[src/rtl/decimal_number_parser_core_assert.svh]
// Assertion macros shared by the decimal number parser RTL.
`ifndef DECIMAL_NUMBER_PARSER_CORE_ASSERT_SVH
`define DECIMAL_NUMBER_PARSER_CORE_ASSERT_SVH

// Same-cycle implication, disabled while reset is asserted.
`define DNP_ASSERT_NOW(label, clk, rst_n, ante, cons) \
	label: assert property (@(posedge clk) disable iff (!rst_n) (ante) |-> (cons)) \
		else $error("dnp assertion failed");

// Next-cycle implication, disabled while reset is asserted.
`define DNP_ASSERT_NEXT(label, clk, rst_n, ante, cons) \
	label: assert property (@(posedge clk) disable iff (!rst_n) (ante) |=> (cons)) \
		else $error("dnp assertion failed");

`endif

[src/rtl/dnp_pkg.sv]
// Package with widths, character codes and helpers of the decimal number parser.
`timescale 1ns / 1ps
package dnp_pkg;

	localparam int MANTISSA_BITS = 32;
	localparam int COUNT_BITS    = 8;
	localparam int CHAR_BITS     = 8;

	typedef logic [MANTISSA_BITS-1:0] mant_t;
	typedef logic [COUNT_BITS-1:0]    cnt_t;
	typedef logic [CHAR_BITS-1:0]     char_t;

	// ASCII codes the parser reacts to
	localparam char_t CH_MINUS = 8'h2D;
	localparam char_t CH_POINT = 8'h2E;
	localparam char_t CH_ZERO  = 8'h30;
	localparam char_t CH_NINE  = 8'h39;

	localparam mant_t MANT_MAX = '1;
	localparam cnt_t  CNT_MAX  = '1;

	// Saturating counter increment
	function automatic cnt_t cnt_inc(input cnt_t c);
		return (c == CNT_MAX) ? c : c + cnt_t'(1);
	endfunction

endpackage

[src/rtl/dnp_ifs.sv]
// Valid/ready stream interfaces for parser characters and parsed numbers.
`timescale 1ns / 1ps
interface dnp_char_if;
	import dnp_pkg::*;

	logic  valid;
	logic  ready;
	char_t ch;
	logic  start_req;

	modport source (output valid, output ch, output start_req, input ready);
	modport sink   (input valid, input ch, input start_req, output ready);
endinterface

interface dnp_num_if;
	import dnp_pkg::*;

	logic  valid;
	logic  ready;
	logic  valid_res;
	logic  negative;
	mant_t mantissa;
	cnt_t  frac_digits;
	cnt_t  consumed;
	logic  overflow;

	modport source (output valid, output valid_res, output negative, output mantissa,
		output frac_digits, output consumed, output overflow, input ready);
	modport sink   (input valid, input valid_res, input negative, input mantissa,
		input frac_digits, input consumed, input overflow, output ready);
endinterface

[src/rtl/decimal_number_parser_core.sv]
// Decimal number parser: ASCII characters in, decimal fixed-point numbers out.
//
// Usage:
//   din  : one ASCII character per item; start_req marks the first character
//          of a number field. Characters outside a field are dropped.
//   dout : one item per finished number, raised by the first character that
//          cannot continue it (that character is consumed, not re-parsed).
//          value = (-1)^negative * mantissa * 10^-frac_digits.
// Path: a terminating character is captured in the input register, parsed
//   from there, and its result is presented on dout from the result register.
// Throughput: one character per cycle unless dout is held off, set by the
//   single-pass shift-add accumulate between the input and result registers.
// Stall: while a result waits on a held-off dout, the input register keeps
//   its character and the parser state does not move; din.ready drops once
//   the input register is full and rises again when the result is taken.
// Reset: arst_n clears the valid flags of the input and result registers and
//   all parser state; the block comes out idle, waiting for a character with
//   start_req set.
`timescale 1ns / 1ps
`include "decimal_number_parser_core_assert.svh"
module decimal_number_parser_core (
	input  logic          clk,
	input  logic          arst_n,
	dnp_char_if.sink      din,
	dnp_num_if.source     dout
);
	import dnp_pkg::*;

	// input register
	logic  valid_s1;
	char_t ch_s1;
	logic  start_s1;

	// parser state
	logic  active_q, minus_q, point_q, digit_seen_q, sat_q;
	mant_t accum_q;
	cnt_t  frac_q, char_q;

	// result register
	logic  out_v_q;
	logic  res_ok_q, res_neg_q, res_ovf_q;
	mant_t res_mant_q;
	cnt_t  res_frac_q, res_cons_q;

	logic  adv, take_s1, live, lead_minus, is_digit, is_point, emit, ovf;
	logic  b_minus, b_point, b_digit, b_sat;
	mant_t b_accum;
	cnt_t  b_frac, b_char;
	logic [3:0]               digit_val;
	logic [MANTISSA_BITS+3:0] prod;

	// handshake: result register frees on take, input register drains on advance
	assign adv       = !out_v_q || dout.ready;
	assign din.ready = !valid_s1 || adv;
	assign take_s1   = valid_s1 && adv;

	// input register
	always_ff @(posedge clk or negedge arst_n) begin
		if (!arst_n) begin
			valid_s1 <= 1'b0;
		end else if (din.ready) begin
			valid_s1 <= din.valid;
		end
	end

	always_ff @(posedge clk) begin
		if (din.valid && din.ready) begin
			ch_s1    <= din.ch;
			start_s1 <= din.start_req;
		end
	end

	// base state: a start clears the number in progress
	always_comb begin
		b_minus = start_s1 ? 1'b0 : minus_q;
		b_point = start_s1 ? 1'b0 : point_q;
		b_digit = start_s1 ? 1'b0 : digit_seen_q;
		b_sat   = start_s1 ? 1'b0 : sat_q;
		b_accum = start_s1 ? '0 : accum_q;
		b_frac  = start_s1 ? '0 : frac_q;
		b_char  = start_s1 ? '0 : char_q;
	end

	// character classes and accumulate step
	assign live       = start_s1 || active_q;
	assign lead_minus = start_s1 && (ch_s1 == CH_MINUS);
	assign is_digit   = (ch_s1 >= CH_ZERO) && (ch_s1 <= CH_NINE);
	assign is_point   = (ch_s1 == CH_POINT) && !b_point;
	assign digit_val  = 4'(ch_s1 - CH_ZERO);
	assign prod       = ({4'b0, b_accum} << 3) + ({4'b0, b_accum} << 1)
		+ (MANTISSA_BITS+4)'(digit_val);
	assign ovf        = b_sat || (prod[MANTISSA_BITS+3:MANTISSA_BITS] != 4'b0);
	assign emit       = take_s1 && live && !lead_minus && !is_digit && !is_point;

	// parser state update
	always_ff @(posedge clk or negedge arst_n) begin
		if (!arst_n) begin
			active_q     <= 1'b0;
			minus_q      <= 1'b0;
			point_q      <= 1'b0;
			digit_seen_q <= 1'b0;
			sat_q        <= 1'b0;
			accum_q      <= '0;
			frac_q       <= '0;
			char_q       <= '0;
		end else if (take_s1 && live) begin
			if (lead_minus) begin
				active_q     <= 1'b1;
				minus_q      <= 1'b1;
				point_q      <= 1'b0;
				digit_seen_q <= 1'b0;
				sat_q        <= 1'b0;
				accum_q      <= '0;
				frac_q       <= '0;
				char_q       <= cnt_inc('0);
			end else if (is_digit) begin
				active_q     <= 1'b1;
				minus_q      <= b_minus;
				point_q      <= b_point;
				digit_seen_q <= 1'b1;
				sat_q        <= ovf;
				accum_q      <= ovf ? MANT_MAX : prod[MANTISSA_BITS-1:0];
				frac_q       <= b_point ? cnt_inc(b_frac) : b_frac;
				char_q       <= cnt_inc(b_char);
			end else if (is_point) begin
				active_q     <= 1'b1;
				minus_q      <= b_minus;
				point_q      <= 1'b1;
				digit_seen_q <= b_digit;
				sat_q        <= b_sat;
				accum_q      <= b_accum;
				frac_q       <= b_frac;
				char_q       <= cnt_inc(b_char);
			end else begin
				// terminator: number is reported, parser goes idle
				active_q     <= 1'b0;
				minus_q      <= 1'b0;
				point_q      <= 1'b0;
				digit_seen_q <= 1'b0;
				sat_q        <= 1'b0;
				accum_q      <= '0;
				frac_q       <= '0;
				char_q       <= '0;
			end
		end
	end

	// result register
	always_ff @(posedge clk or negedge arst_n) begin
		if (!arst_n) begin
			out_v_q <= 1'b0;
		end else if (adv) begin
			out_v_q <= emit;
		end
	end

	always_ff @(posedge clk) begin
		if (emit) begin
			res_ok_q   <= b_digit;
			res_neg_q  <= b_minus;
			res_mant_q <= b_digit ? b_accum : '0;
			res_frac_q <= b_digit ? b_frac : '0;
			res_cons_q <= b_char;
			res_ovf_q  <= b_digit && b_sat;
		end
	end

	assign dout.valid       = out_v_q;
	assign dout.valid_res   = res_ok_q;
	assign dout.negative    = res_neg_q;
	assign dout.mantissa    = res_mant_q;
	assign dout.frac_digits = res_frac_q;
	assign dout.consumed    = res_cons_q;
	assign dout.overflow    = res_ovf_q;

	// checks
	`DNP_ASSERT_NOW(a_sat_holds_max, clk, arst_n, sat_q, accum_q == MANT_MAX)
	`DNP_ASSERT_NOW(a_frac_needs_digit, clk, arst_n, frac_q != '0, digit_seen_q && point_q)
	`DNP_ASSERT_NOW(a_empty_result, clk, arst_n, out_v_q && !res_ok_q,
		res_mant_q == '0 && res_frac_q == '0 && !res_ovf_q)
	`DNP_ASSERT_NEXT(a_idle_after_emit, clk, arst_n, emit, !active_q && char_q == '0)

endmodule
[src/flat_wrapper.sv]
// flat-port wrapper written by rule: the top's interface ports become plain ports
module decimal_number_parser_core_flat import dnp_pkg::*;
  (clk, arst_n, din_valid, din_ch, din_start_req, din_ready, dout_valid, dout_valid_res, dout_negative, dout_mantissa, dout_frac_digits, dout_consumed, dout_overflow, dout_ready);
  dnp_char_if din_i ();
  dnp_num_if dout_i ();
  input  logic clk;
  input  logic arst_n;
  input wire logic [$bits(din_i.valid)-1:0] din_valid;
  input wire logic [$bits(din_i.ch)-1:0] din_ch;
  input wire logic [$bits(din_i.start_req)-1:0] din_start_req;
  output wire logic [$bits(din_i.ready)-1:0] din_ready;
  output wire logic [$bits(dout_i.valid)-1:0] dout_valid;
  output wire logic [$bits(dout_i.valid_res)-1:0] dout_valid_res;
  output wire logic [$bits(dout_i.negative)-1:0] dout_negative;
  output wire logic [$bits(dout_i.mantissa)-1:0] dout_mantissa;
  output wire logic [$bits(dout_i.frac_digits)-1:0] dout_frac_digits;
  output wire logic [$bits(dout_i.consumed)-1:0] dout_consumed;
  output wire logic [$bits(dout_i.overflow)-1:0] dout_overflow;
  input wire logic [$bits(dout_i.ready)-1:0] dout_ready;
  assign din_i.valid = din_valid;
  assign din_i.ch = din_ch;
  assign din_i.start_req = din_start_req;
  assign din_ready = din_i.ready;
  assign dout_valid = dout_i.valid;
  assign dout_valid_res = dout_i.valid_res;
  assign dout_negative = dout_i.negative;
  assign dout_mantissa = dout_i.mantissa;
  assign dout_frac_digits = dout_i.frac_digits;
  assign dout_consumed = dout_i.consumed;
  assign dout_overflow = dout_i.overflow;
  assign dout_i.ready = dout_ready;
  decimal_number_parser_core u_core (.clk(clk), .arst_n(arst_n), .din(din_i), .dout(dout_i));
endmodule
[config.mk]
export PLATFORM = sky130hd
export DESIGN_NAME = decimal_number_parser_core_flat
export DESIGN_NICKNAME = d
export VERILOG_FILES = /design/src/rtl/dnp_pkg.sv /design/src/rtl/dnp_ifs.sv /design/src/rtl/decimal_number_parser_core.sv /design/src/flat_wrapper.sv
export VERILOG_INCLUDE_DIRS = /design/src /design/src/rtl
export SDC_FILE = /design/constraint.sdc
export NUM_CORES = 1
export LEC_CHECK = 0
export BUFFER_PORTS_ARGS = -buffer_cell sky130_fd_sc_hd__clkbuf_2
export CORE_MARGIN = 2
export CORE_UTILIZATION = 48
export CTS_CLUSTER_DIAMETER = 40
export DETAILED_ROUTE_END_ITERATION = 10
export PLACE_DENSITY = 0.69
export SLEW_MARGIN = 25
export SYNTH_ARGS = -nofsm -noshare
export SYNTH_HDL_FRONTEND = slang
export SYNTH_SLANG_ARGS = --single-unit
export TNS_END_PERCENT = 1
[constraint.sdc]
create_clock -name clk -period 4.6 [get_ports clk]
set_clock_uncertainty 0.2 [all_clocks]
set_input_delay 0 -clock clk [delete_from_list [all_inputs] [get_ports clk]]
set_output_delay 0 -clock clk [all_outputs]
set_load 0.01 [all_outputs]
==> impl_metrics.yaml, run 1 <==
status:
  status: "complete, no violations"
global_route:
  grt_pass1_vias: 6029
  antenna_found_initial: 0
  grt_max_degree: 56
  grt_pass1_wl_mm: 30.25
  track_usage_pct: 23.28
  gr-total-overflow: 0
power_and_ir_drop:
  swShare_pct: 25.65
  ir_worst_vdd_mv: 0.2351
  power_density_nw_per_um2: 334.7
  combPwrFrac_pct: 11.8
  p_int_mw: 2.161
  pwr-share-clk_pct: 45.3
  power_leakage_nw: 3.900
  p_sw_uw: 745.3
  pwr-share-seq_pct: 42.9
synth:
  synth_ff_type: "edfxtp_1"
  yosys.area.top_type: "edfxtp_1"
  synth_seq_cells: 115
  ys_warn_count: 0
  synth_edf_count: 60
  synth_fp_nets: 865
  syn_inst: 786
  synth.distinct_cells: 68
  synth_top_area_share_pct: 24.17
  synth_area_leaders: "edfxtp_1 (24%), dfrtp_1 (18%), ha_1 (11%)"
  syn_area_um2: 7455
  synth_area_per_cell_um2: 9.484
  ys_seq_area_share_pct: 42.63
  postSynth.asyncResetShare_pct: 47.83
placement:
  port_buffers: 65
  pre_cts_ws_ns: 0.3383
  place_inst: 1015
  dpl.hpwl_mm: 12.37
  place_area_um2: 7974
  gp_congestion: 0.9145
clock_network:
  clk_latency_ns: 0.43
  cts.sinks: 115
  cts_htree_levels: 4
  cts_max_path_buffers: 2
  cts-root-buf: "clkbuf_16"
  path_clk_slew_ns: 0.06
  cts_tree: "built"
  postCtsSetupBuffers: 0
  cts_buffers: 17
timing:
  rsz0062_at_grt: "false"
  period_share_pct: 95.12
  maxSlewViolCount: 0
  worst_slack_ns: 0.2247
  hold_ws_ns: 0.08004
  worstMarginPinSlew_ns: 0.9795
  period_needed_ns: 4.375
  fmax_mhz: 228.6
  hold_viol: 0
  setup_viol: 0
  slew_headroom_pct: 34.57
  setup_tns_ns: 0
route:
  drtIter0Drc: 565
  vias: 6179
  wl_per_cell_um: 17.25
  first_pass_iters: 5
  via_per_inst: 5.835
  wl_mm: 18.26
  ant_nets: 0
  drc: 0
critical_path:
  worstPathMaxFanout: 22
  reg2reg_slack_ns: 0.22
  required_ns: 4.70
  cp-start-kind: "flip-flop"
  worst_r2r_path_depth: 14
  critPathCaptureType: "flip-flop"
  r2r-end: "u_core.accum_q[11]$_DFFE_PN0P_"
  r2r-start: "u_core.start_s1$_DFFE_PP_"
  path_class: "reg2reg"
  arrival_ns: 4.48
run:
  drv_cap: 0
final_layout:
  final_cells: 1059
  antennaDiodeCount: 0
  final_cell_area_um2: 8682
  fin_nets: 938
  area_growth_pct: 16.47
  drive_gt1_share_pct: 14.81
min_path:
  worst_hold_path_type: "in2async"
floorplan:
  core_area_um2: 15200
  row_count: 45
  die_w_um: 128.6
  initial_core_util_pct: 49.04
  die_h_um: 128.6
  ioPinCount: 66
  fp.dieArea_um2: 16540
Yosys cell counts, types with 10 or more instances:
master     n
a21o_1    12
a21oi_1   32
and2_1    45
clkbuf_1  30
dfrtp_1   55
edfxtp_1  60
ha_1      65
inv_1     16
nand2_1   90
nand3_1   12
nand4_1   10
nor2_1    42
nor2b_1   45
nor3_1    11
nor4_1    30
o21ai_0   71
o21ai_1   30
xnor2_1   17
xor2_1    14
worst max path at each step:
stage                                   start                        endpoint
floorplan           u_core.start_s1$_DFFE_PP_  u_core.accum_q[22]$_DFFE_PN0P_
global placement    u_core.start_s1$_DFFE_PP_   u_core.accum_q[9]$_DFFE_PN0P_
CTS                 u_core.start_s1$_DFFE_PP_   u_core.accum_q[9]$_DFFE_PN0P_
finish              u_core.start_s1$_DFFE_PP_  u_core.accum_q[11]$_DFFE_PN0P_
detailed placement  u_core.start_s1$_DFFE_PP_   u_core.accum_q[9]$_DFFE_PN0P_
global route        u_core.start_s1$_DFFE_PP_  u_core.accum_q[21]$_DFFE_PN0P_
worst max-delay path: stages (launching register included):
cell and delay [ns]:
edfxtp_1 0.38, buf_4 0.23, nor2b_1 0.37, ha_1 0.31, ha_1 0.37, and2_1 0.19, o211a_1 0.21, a211oi_2 0.33
o211ai_1 0.22, a21oi_1 0.42, or4_1 0.20, o211ai_2 0.08, buf_4 0.23, nor4_1 0.39, o21ai_1 0.09
registers in the layout, indices dropped and copies added (netlist names), 8 cells and up:
| signal | flops |
|---|---|
| u_core.ch_s1 | 8 |
| u_core.char_q | 8 |
| u_core.dout.mantissa | 32 |
| u_core.dout.consumed | 8 |
| u_core.dout.frac_digits | 8 |
| u_core.accum_q | 32 |
| u_core.frac_q | 8 |
stage by stage:
stage / utilization (%) / power (mW)
CTS: 57.09 / 2.924
global placement: 52.44 / 1.599
global route: 57.11 / 3.012
finish: 57.11 / 2.906
floorplan: - / 1.456
detailed placement: 52.45 / 1.605
area by class of cell:
cell class	count	area, um2
Multi-Input combinational cell	615	4059
Clock inverter	10	135.1
Timing Repair Buffer	93	568.0
Sequential cell	115	3178
Tap cell	188	235.2
Inverter	17	66.31
Clock buffer	21	440.4
Fill cell	1373	6520
layer usage:
layer / part of all wire (%) / global-route usage [%] / vias up
met5: 0 / 0 / -
met4: 2.3 / 8.632 / 0
met3: 3.9 / 4.532 / 29
li1: - / - / 3010
met1: 46 / 30.66 / 2989
met2: 48 / 38.39 / 151
cell usage in the layout, fill, tap and decap left out, types with 30 or more instances in the layout:
cell      netlist  routed
o21ai_1        30      30
nor2_1         42      42
dfrtp_1        55      55
nand2_1        90      90
nor4_1         30      30
edfxtp_1       60      60
o21ai_0        71      71
clkbuf_2        0      65
and2_1         45      45
nor2b_1        45      44
ha_1           65      65
a21oi_1        32      32
logic make-up (layout without fill, tap and decap cells):
logic type               Yosys count  in the layout  share of synthesized area (%)
AO/OA/AOI/OAI                    203            203                          17.30
AND/OR/NAND/NOR                  313            313                          21.74
XOR/XNOR                          32             32                          3.860
buffers and inverters             56            141                          3.155
adder cells (fa/ha/maj)           66             66                          11.18
multiplexers                       1              1                         0.1343
flip-flops                       115            115                          42.63
power groups by stage:
stage	Clock (mW)	Combinational [mW]	Sequential, mW
finish	1.32	0.343	1.25
global route	1.38	0.379	1.26
CTS	1.33	0.347	1.25
detailed placement	0	0.337	1.27
global placement	0	0.332	1.27
floorplan	0	0.146	1.31
timing repair:
item	4_1_cts	5_1_grt
setup endpoints to repair	0	6
gates resized for setup	0	1
hold buffers	13	0
endpoints found under the hold margin	80	0
No activity file was read; power rests on OpenSTA's default activity.
==> inputs of run 2 (changes only) <==
- PLACE_DENSITY: 0.69 -> unset
- PLACE_DENSITY_LB_ADDON: unset -> 0.25
==> run 2 against run 1 <==
Compared with the run above: first-iteration DRC count down 24%; sequential power about the same; core utilization up 0.74 points; combinational power up 3%; critical endpoint is now u_core.accum_q[16]$_DFFE_PN0P_; largest cell class unchanged.
==> impl_metrics.yaml, run 2 (synthesis gave the netlist of run 1 again) <==
status:
  status: "complete, no violations"
placement:
  dpl.hpwl_mm: 13.31
  place_area_um2: 8041
  gp_congestion: 0.9682
  port_buffers: 65
critical_path:
  crit_chain: "buf_12 > nor2b_1 > ha_1 > ha_1 > a211oi_1 > nor2_1 > o31a_1 > nor3_1 > o21ai_0 > a311oi_1 > o211ai_4 > buf_4 > nor4_1 > o21ai_1"
  slowest_delay_ns: 0.44
  critical_path.top_delay_family: "compound AO/OA/AOI/OAI gates"
  cp-start-kind: "flip-flop"
  crit_top_cell: "ha_1"
  cp.buffers_inverters: 2
  r2r-start: "u_core.start_s1$_DFFE_PP_"
  critPathCaptureType: "flip-flop"
  arrival_ns: 4.47
  path_class: "reg2reg"
  crit_start: "u_core.start_s1$_DFFE_PP_"
  required_ns: 4.70
  worstPathMaxFanout: 30
  cp_slowest_cell: "edfxtp_1"
timing:
  period_needed_ns: 4.370
  rsz0062_at_grt: "true"
  fmax_mhz: 228.8
  hold_viol: 0
  maxSlewViolCount: 0
  worstMarginPinSlew_ns: 0.9038
  slew_headroom_pct: 39.63
  setup_viol: 0
  period_share_pct: 95.01
clock_network:
  path_clk_slew_ns: 0.06
  cts_htree_levels: 4
  clk_latency_ns: 0.42
  cts_tree: "built"
  cts-root-buf: "clkbuf_16"
  cts_max_path_buffers: 2
  cts.sinks: 115
  cts_buffers: 17
route:
  wl_mm: 19.13
  via_per_inst: 5.898
  drtIter0Drc: 432
  ant_nets: 0
  vias: 6287
  first_pass_iters: 5
  drc: 0
  wl_per_cell_um: 17.95
final_layout:
  fin_nets: 944
  area_growth_pct: 17.98
  drive_gt1_share_pct: 16.17
  utilization_pct: 57.85
  layout_common_cells: "nand2_1 (90), o21ai_0 (71), ha_1 (65), clkbuf_2 (65), edfxtp_1 (60)"
  final_cell_area_um2: 8795
  fillCellCount: 1332
  antennaDiodeCount: 0
  final_common_cell: "nand2_1"
floorplan:
  fp.dieArea_um2: 16540
  die_w_um: 128.6
  initial_core_util_pct: 49.04
  row_count: 45
  ioPinCount: 66
  core_area_um2: 15200
  die_h_um: 128.6
run:
  drv_cap: 0
global_route:
  track_usage_pct: 23.73
  antenna_found_initial: 0
  grt_max_degree: 56
  grt_pass1_vias: 6155
  gr-total-overflow: 0
  grt_pass1_wl_mm: 31.05
power_and_ir_drop:
  power_mw: 2.881
  power_leakage_nw: 3.928
  power_density_nw_per_um2: 327.6
  ir_worst_vdd_mv: 0.2316
min_path:
  worst_hold_path_type: "in2async"
## run 2: changes by cell type in the layout (fill, tap and decap cells not counted), moves of 2 or more
cell / change
clkinv_4: +2
clkinvlp_4: +4
clkbuf_8: +2
buf_12: +2
clkinv_2: -3
bufinv_16: -2
buf_4: +4
clkbuf_1: -4
## run 2: path summary, 6_finish.rpt
check / end / slack [ns] / cells past startpoint
setup reg to reg: u_core.accum_q[16]$_DFFE_PN0P_ / 0.23 / 14
min in group clk: u_core.start_s1$_DFFE_PP_ / 0.10 / 2
setup / recovery: u_core.accum_q[16]$_DFFE_PN0P_ / 0.23 / 14
max in group asynchronous: u_core.digit_seen_q$_DFFE_PN0P_ / 3.56 / 3
hold reg to reg: u_core.accum_q[10]$_DFFE_PN0P_ / 0.28 / 2
hold / removal: u_core.accum_q[15]$_DFFE_PN0P_ / 0.08 / 3
## run 2: repair_timing
| action | CTS | global route |
|---|---|---|
| hold endpoints to repair | 82 | 0 |
| hold buffers | 13 | 0 |
| resized for setup | 2 | 4 |
| pin swaps | 0 | 1 |
| buffers inserted | 0 | 0 |
| endpoints found under the setup margin | 1 | 25 |
## run 2: power by group
group / total, mW / internal, mW / switching [mW]
clock: 1.28 / 0.776 / 0.501
combinational: 0.354 / 0.107 / 0.248
sequential: 1.25 / 1.21 / 0.0362
total: 2.88 / 2.10 / 0.785
## run 2: cell type report
type | instances | area (um2) | share of cell area, %
inverter | 17 | 63.81 | 0.7256
clock buffer | 19 | 452.9 | 5.150
multi-input combinational | 615 | 4098 | 46.59
clock inverter | 13 | 127.6 | 1.451
timing repair buffer | 99 | 638.1 | 7.256
sequential | 115 | 3179 | 36.15
tap | 188 | 235.2 | 2.675
## run 2: metal layers
metal / share of wire [%] / wire (um) / track usage (%)
met4: 1.9 / 369 / 8.056
met5: 0 / 0 / 0
met1: 46 / 8724 / 31.24
met3: 4.4 / 849 / 4.158
met2: 48 / 9187 / 39.86
## run 2: metrics by stage
| stage | hold WS, ns | TNS, ns | setup WS [ns] | std cells |
|---|---|---|---|---|
| after floorplan | -0.4956 | 0 | 0.4274 | 786 |
| after global placement | -0.02048 | -0.1416 | -0.1416 | 1021 |
| after detailed placement | -0.02037 | -0.1495 | -0.1495 | 1021 |
| after CTS | 0.09180 | 0 | 0.1278 | 1066 |
| after global routing | 0.1073 | -0.02285 | -0.01315 | 1066 |
| final | 0.07858 | 0 | 0.2297 | 1066 |
## run 2: tightest hold or removal path: cells and delay by family
family / cells / cell delay (ns)
buffers and inverters: 3 / 1.21
